[config.mk]
export PLATFORM = sky130hd
export DESIGN_NAME = mask_row_run_boxes
export DESIGN_NICKNAME = d
export VERILOG_FILES = /design/src/hw/rtl/mrrb_pkg.sv /design/src/hw/rtl/mask_row_run_boxes.sv
export SDC_FILE = /design/constraint.sdc
export NUM_CORES = 2
export LEC_CHECK = 0
export ABC_AREA = 1
export BUFFER_PORTS_ARGS = -buffer_cell sky130_fd_sc_hd__buf_2
export CAP_MARGIN = 20
export CORE_AREA = 2 2 232 234
export DETAILED_ROUTE_END_ITERATION = 7
export DIE_AREA = 0 0 234 236
export GPL_ROUTABILITY_DRIVEN = 0
export GPL_TIMING_DRIVEN = 0
export PLACE_DENSITY = 0.89
export SETUP_SLACK_MARGIN = 0.05
export SLEW_MARGIN = 20
export SYNTH_ARGS = -nofsm -noshare
export SYNTH_HDL_FRONTEND = slang
export SYNTH_SLANG_ARGS = --single-unit
export TNS_END_PERCENT = 100
[constraint.sdc]
create_clock -name i_clk -period 14.46 [get_ports i_clk]
set_clock_uncertainty 0.2 [all_clocks]
set_input_delay 0.723 -clock i_clk [delete_from_list [all_inputs] [get_ports i_clk]]
set_output_delay 0.723 -clock i_clk [all_outputs]
set_load 0.01 [all_outputs]
[src/hw/rtl/mrrb_pkg.sv]
// types, constants and the fixed-point scale helper for the mask row run box extractor
package mrrb_pkg;

    localparam int MAX_WIDTH  = 1024;
    localparam int MAX_HEIGHT = 1024;
    localparam int COL_W      = $clog2(MAX_WIDTH);
    localparam int ROW_W      = $clog2(MAX_HEIGHT);

    localparam int SIZE_W  = 11;
    localparam int STEP_W  = 17;
    localparam int SCALE_W = 11;
    localparam int PROD_W  = SCALE_W + STEP_W;

    localparam logic [STEP_W-1:0] Q_ONE = 17'h10000;

    localparam int CFG_IDX_W  = 2;
    localparam int CFG_DATA_W = 17;

    typedef enum logic [CFG_IDX_W-1:0] {
        REG_MASK_WIDTH  = 2'd0,
        REG_MASK_HEIGHT = 2'd1,
        REG_COLUMN_STEP = 2'd2,
        REG_ROW_STEP    = 2'd3
    } t_cfg_reg;

    typedef struct packed {
        logic [7:0]  pixel;
        logic [15:0] mask_label;
        logic [10:0] mask_id;
    } t_pixel_beat;

    typedef struct packed {
        logic [16:0] y_min;
        logic [16:0] x_min;
        logic [16:0] y_max;
        logic [16:0] x_max;
        logic [15:0] box_label;
        logic [10:0] box_id;
    } t_box_beat;

    // clamp a size register into 1..max and return max index (size minus one)
    function automatic logic [COL_W-1:0] last_col_idx(input logic [SIZE_W-1:0] v);
        logic [SIZE_W-1:0] c;
        c = v;
        if (v == '0) begin
            c = SIZE_W'(1);
        end else if (v > SIZE_W'(MAX_WIDTH)) begin
            c = SIZE_W'(MAX_WIDTH);
        end
        return COL_W'(c - SIZE_W'(1));
    endfunction

    function automatic logic [ROW_W-1:0] last_row_idx(input logic [SIZE_W-1:0] v);
        logic [SIZE_W-1:0] c;
        c = v;
        if (v == '0) begin
            c = SIZE_W'(1);
        end else if (v > SIZE_W'(MAX_HEIGHT)) begin
            c = SIZE_W'(MAX_HEIGHT);
        end
        return ROW_W'(c - SIZE_W'(1));
    endfunction

    // exact product, saturated at 1.0
    function automatic logic [STEP_W-1:0] q_scale(
        input logic [SCALE_W-1:0] n,
        input logic [STEP_W-1:0]  step
    );
        logic [PROD_W-1:0] p;
        p = PROD_W'(n) * PROD_W'(step);
        return (p > PROD_W'(Q_ONE)) ? Q_ONE : p[STEP_W-1:0];
    endfunction

endpackage

[src/hw/rtl/mask_row_run_boxes.sv]
// mask row run box extractor: run tracking stage and box scaling stage
//
// Pixels of binary masks enter in raster order on the pixel channel, one
// beat per pixel (i_valid / o_stall). A nonzero pixel is set. Each time a
// horizontal run of set pixels ends, at a zero pixel or at the last column,
// one box beat leaves on the box channel (o_valid / i_stall) with the row
// and column bounds as Q1.16 fractions and the label and id of the pixel
// that closed the run. Pixels that close no run produce nothing.
// Registers (width, height, column and row step) are written on the cfg
// channel, which is always ready; write them only while no box is pending.
// A box closed by a pixel beat passes the run tracking register, then the
// multiply and saturate register.
// Throughput: one pixel per cycle while o_stall is low, set by the run loop.
// A box waiting under stall does not block intake: one more closing pixel is
// held in the tracking register before o_stall rises.
// Reset clears the counters, the run flag and both valid flags, and loads
// width and height 1024 and steps 64.
module mask_row_run_boxes (
    input  logic                                i_clk,
    input  logic                                i_rst_n,
    input  logic                                i_valid,
    output logic                                o_stall,
    input  mrrb_pkg::t_pixel_beat               i_pix,
    output logic                                o_valid,
    input  logic                                i_stall,
    output mrrb_pkg::t_box_beat                 o_box,
    input  logic                                i_cfg_valid,
    output logic                                o_cfg_ready,
    input  logic [mrrb_pkg::CFG_IDX_W-1:0]      i_cfg_index,
    input  logic [mrrb_pkg::CFG_DATA_W-1:0]     i_cfg_data
);
    import mrrb_pkg::*;

    logic [SIZE_W-1:0] r_mask_width, r_mask_height;
    logic [STEP_W-1:0] r_column_step, r_row_step;

    logic [COL_W-1:0]  r_col, n_col;
    logic [ROW_W-1:0]  r_row, n_row;
    logic              r_in_run, n_in_run;
    logic [COL_W-1:0]  r_run_start, n_run_start;

    // run tracking register
    logic              r_s1_valid;
    logic [ROW_W-1:0]  r_s1_row;
    logic [COL_W-1:0]  r_s1_start;
    logic [COL_W-1:0]  r_s1_end;
    logic              r_s1_edge;
    logic [15:0]       r_s1_label;
    logic [10:0]       r_s1_id;

    logic              r_out_valid;
    t_box_beat         r_out;

    logic              accept, pix_set, last_col, last_row, emit, out_ready, s1_move;
    logic [COL_W-1:0]  box_start;

    assign o_cfg_ready = 1'b1;

    assign out_ready = !r_out_valid || !i_stall;
    assign s1_move   = r_s1_valid && out_ready;
    assign o_stall   = r_s1_valid && !out_ready;
    assign accept    = i_valid && !o_stall;

    assign pix_set   = i_pix.pixel != '0;
    assign last_col  = r_col >= last_col_idx(r_mask_width);
    assign last_row  = r_row >= last_row_idx(r_mask_height);
    assign box_start = (pix_set && !r_in_run) ? r_col : r_run_start;
    assign emit      = pix_set ? last_col : r_in_run;

    always_comb begin
        n_run_start = box_start;
        n_in_run    = pix_set && !last_col;
        if (last_col) begin
            n_col = '0;
            n_row = last_row ? '0 : r_row + ROW_W'(1);
        end else begin
            n_col = r_col + COL_W'(1);
            n_row = r_row;
        end
    end

    always_ff @(posedge i_clk) begin
        if (!i_rst_n) begin
            r_mask_width  <= SIZE_W'(MAX_WIDTH);
            r_mask_height <= SIZE_W'(MAX_HEIGHT);
            r_column_step <= STEP_W'(64);
            r_row_step    <= STEP_W'(64);
        end else if (i_cfg_valid && o_cfg_ready) begin
            unique case (t_cfg_reg'(i_cfg_index))
                REG_MASK_WIDTH:  r_mask_width  <= i_cfg_data[SIZE_W-1:0];
                REG_MASK_HEIGHT: r_mask_height <= i_cfg_data[SIZE_W-1:0];
                REG_COLUMN_STEP: r_column_step <= i_cfg_data[STEP_W-1:0];
                REG_ROW_STEP:    r_row_step    <= i_cfg_data[STEP_W-1:0];
            endcase
        end
    end

    always_ff @(posedge i_clk) begin
        if (!i_rst_n) begin
            r_col       <= '0;
            r_row       <= '0;
            r_in_run    <= 1'b0;
            r_run_start <= '0;
            r_s1_valid  <= 1'b0;
            r_out_valid <= 1'b0;
        end else begin
            if (accept) begin
                r_col       <= n_col;
                r_row       <= n_row;
                r_in_run    <= n_in_run;
                r_run_start <= n_run_start;
            end
            if (accept) begin
                r_s1_valid <= emit;
            end else if (s1_move) begin
                r_s1_valid <= 1'b0;
            end
            if (out_ready) begin
                r_out_valid <= r_s1_valid;
            end
        end
    end

    // payload of the tracking stage, loaded only by a pixel that closes a run
    always_ff @(posedge i_clk) begin
        if (accept && emit) begin
            r_s1_row   <= r_row;
            r_s1_start <= box_start;
            r_s1_end   <= r_col;
            r_s1_edge  <= pix_set;
            r_s1_label <= i_pix.mask_label;
            r_s1_id    <= i_pix.mask_id;
        end
    end

    always_ff @(posedge i_clk) begin
        if (s1_move) begin
            r_out.y_min     <= q_scale(SCALE_W'(r_s1_row), r_row_step);
            r_out.x_min     <= q_scale(SCALE_W'(r_s1_start), r_column_step);
            r_out.y_max     <= q_scale(SCALE_W'(r_s1_row) + SCALE_W'(1), r_row_step);
            r_out.x_max     <= r_s1_edge ? Q_ONE : q_scale(SCALE_W'(r_s1_end), r_column_step);
            r_out.box_label <= r_s1_label;
            r_out.box_id    <= r_s1_id;
        end
    end

    assign o_valid = r_out_valid;
    assign o_box   = r_out;

endmodule

==> flow_summary.json <==
{
  "setup-tns-final_ps": 0,
  "area_delta_synth_final_pct": 7.86,
  "fin_nets": 5633,
  "pin_count": 157,
  "maxSlewHeadroom_pct": 35.0,
  "synth_nets": 5444,
  "port_buffers": 155,
  "grt_max_degree": 59,
  "synthAdderAreaFrac_pct": 38.0,
  "path_buf_inv": 9,
  "dr.pass1.iters": 8,
  "yosys.area_share.simple_pct": 24.6,
  "crit_path_end_kind": "flop",
  "die_x_um": 234,
  "crit_path_max_fanout": 10,
  "grt_pass1_wl_mm": 151,
  "worstSetupStartpoint": "r_s1_row[0]",
  "violations": "DRC",
  "path_delay_family": "adder cells",
  "ant_nets": 0,
  "synthesis.area_um2": 34800,
  "p_per_area_nw_per_um2": 59.2,
  "clockRootBuffer": "clkbuf_16",
  "drt-initial-drc-count": 2893,
  "crit_slowest_cell": "fa_1",
  "rr_endpoint": "o_box[58]",
  "tightest_slew_ps": 965,
  "worst_r2r_path_depth": 30,
  "p_leak_nw": 20.4,
  "routed_wl_mm": 91.2,
  "grt.met3_usage_pct": 8.27,
  "start_kind": "flop",
  "finalCriticalPeriod_ps": 7460,
  "rsz0062_at_grt": "no",
  "synth_cell_type_count": 46,
  "grt_use_met1_pct": 40.5,
  "drive_above_1_share_pct": 7.22,
  "cts_max_level": 1,
  "arrival_ps": 7690,
  "fin_crit_sh_pct": 51.6,
  "diodes": 0,
  "setup_viol": 0,
  "nFillCells": 3940,
  "whs_ps": 72.3,
  "track_usage_pct": 34.0,
  "clock_latency_ps": 630,
  "synthMuxAreaShare_pct": 0,
  "synth_top_area_share_pct": 28.0,
  "grt-busiest-layer": "met2",
  "die_area_um2": 55200,
  "fmax_ghz": 0.134,
  "via_per_inst": 5.56,
  "dp_hpwl_mm": 72.1,
  "ys_top_cells_by_area": "fa_1 (28%), nand2_1 (14%), edfxtp_1 (13%), inv_1 (12%), ha_1 (9.9%)",
  "ys_seq_elements": 242,
  "post-route-drc-count": 1,
  "synthCells": 4620,
  "path_clk_slew_ps": 60,
  "gr-total-overflow": 0,
  "start_util_pct": 65.7,
  "holdPathStages": 1,
  "synth_compound_area_share_pct": 4.02,
  "cts_resized": 0,
  "synth.avg_cell_area_um2": 7.54,
  "place_ws_ps": 7270,
  "irDropWorstVdd_mv": 0.119,
  "numCtsBuffers": 28,
  "antenna_found_initial": 1,
  "clock-sinks": 242,
  "crit_top_cell": "nand2_1",
  "cp.required_ps": 14690,
  "grt_pass1_vias": 31600,
  "hp-class": "input port to flop",
  "dr_total_vias": 30700,
  "detail_route.wl_per_cell_um": 16.5,
  "critical_path_class": "flop to flop",
  "multi_input_area_um2": 23600,
  "hold_path_startpoint": "i_pix[22]",
  "post_cts_buffers": 0,
  "max_stage_delay_ps": 530,
  "fin_ws_ps": 7000,
  "num_rows": 85,
  "cts_tree": "yes",
  "synthXorXnorAreaFrac_pct": 1.18,
  "post-synth-top-area-cell": "fa_1",
  "r2r_start": "r_s1_row[0]",
  "clock_tree.buffer_depth": 3,
  "synth_top_family_by_area": "adder cells",
  "reg2reg_slack_ps": 7000,
  "seq_area_um2": 6380,
  "whs_endpoint": "r_s1_label[11]",
  "drv_cap": 0,
  "finalMaxSlewViolations": 0,
  "ys_warn_count": 0,
  "yosysSeqAreaShare_pct": 18.3,
  "outcome": "finished with violations",
  "hold_viol_final": 0,
  "cts_hold_buf": 0,
  "core_um2": 53100,
  "globalRouteMet2Util_pct": 56.5,
  "die_y_um": 236
}
registers in the layout (all words and copies together), names as in the netlist:
name           count
o_box             95
o_valid            1
r_col             10
r_column_step     17
r_in_run           1
r_mask_height     11
r_mask_width      11
r_row             10
r_row_step        17
r_run_start       10
r_s1_edge          1
r_s1_end          10
r_s1_id           11
r_s1_label        16
r_s1_row          10
r_s1_start        10
r_s1_valid         1
where the power goes:
group	internal (mW)	leakage, nW	switching, mW
Clock	0.425	0.472	0.324
Sequential	0.746	2.12	0.00797
Combinational	0.247	17.8	0.474
Total	1.42	20.4	0.806
kinds of logic after synthesis:
family                   Yosys count
other                              1
flip-flops                       242
AND/OR/NAND/NOR                 2030
AO/OA/AOI/OAI                    264
adder cells (fa/ha/maj)          765
XOR/XNOR                          47
buffers and inverters           1271
cell usage after synthesis (all sizes together):
cell type     n
clkbuf      140
o21ai       102
xor2         35
nor4          8
o211ai        5
a31o          1
ha          277
edfxtp      153
nand2      1342
buf          23
dfxtp        89
nand4        53
conb          1
fa          488
o31ai         3
o21bai       12
inv        1098
nor2        373
or2           5
clkinv       10
xnor2        12
a21oi       137
nor3b         2
a21o          1
nand3b       28
a211oi        2
nand3       154
nor3         61
o21a          1
and2          4
final cells by class:
cell class | count | share of cell area (%)
Multi-Input combinational cell | 3107 | 62.9
Sequential cell | 242 | 17.0
Inverter | 1108 | 11.1
Timing Repair Buffer | 159 | 2.36
Tap cell | 696 | 2.32
Clock buffer | 35 | 2.07
Buffer | 163 | 1.82
Clock inverter | 17 | 0.506
how the worst max path moves through the flow:
stage | endpoint | slack (ps) | depth (start not counted)
floorplan | o_box[56] | 8350 | 32
global placement | o_box[46] | 5610 | 2
detailed placement | o_box[58] | 7270 | 30
CTS | o_box[58] | 7220 | 30
global route | o_box[53] | 6560 | 30
finish | o_box[58] | 7000 | 30
per-layer routing:
| layer | share of wire (%) | vias up |
|---|---|---|
| met2 | 47 | 1720 |
| met4 | 6.4 | 0 |
| li1 | - | 14200 |
| met1 | 35 | 14400 |
| met3 | 11 | 466 |
| met5 | 0 | - |
metrics by stage:
stage	utilization (%)	power, mW	std cells	area, µm²
2_1_floorplan	-	1.30	4620	34800
3_3_place_gp	68.8	1.45	5471	36500
3_5_place_dp	69.0	1.47	5475	36600
4_1_cts	70.8	2.22	5527	37600
5_1_grt	70.8	2.35	5527	37600
6_report	70.8	2.22	5527	37600
cell usage in the layout (no fill, tap or decap), drive strengths merged:
master | netlist | final
nand2 | 1342 | 1342
inv | 1098 | 1104
fa | 488 | 488
nor2 | 373 | 373
ha | 277 | 277
buf | 23 | 182
clkbuf | 140 | 175
nand3 | 154 | 154
edfxtp | 153 | 153
a21oi | 137 | 137
o21ai | 102 | 102
dfxtp | 89 | 89
nor3 | 61 | 61
nand4 | 53 | 53
xor2 | 35 | 35
nand3b | 28 | 28
clkinv | 10 | 18
xnor2 | 12 | 12
o21bai | 12 | 12
nor4 | 8 | 8
o211ai | 5 | 5
or2 | 5 | 5
and2 | 4 | 4
o31ai | 3 | 3
nor3b | 2 | 2
a211oi | 2 | 2
bufinv | 0 | 2
o21a | 1 | 1
a31o | 1 | 1
a21o | 1 | 1
conb | 1 | 1
clkinvlp | 0 | 1
Power figures use the tool's default switching activity.
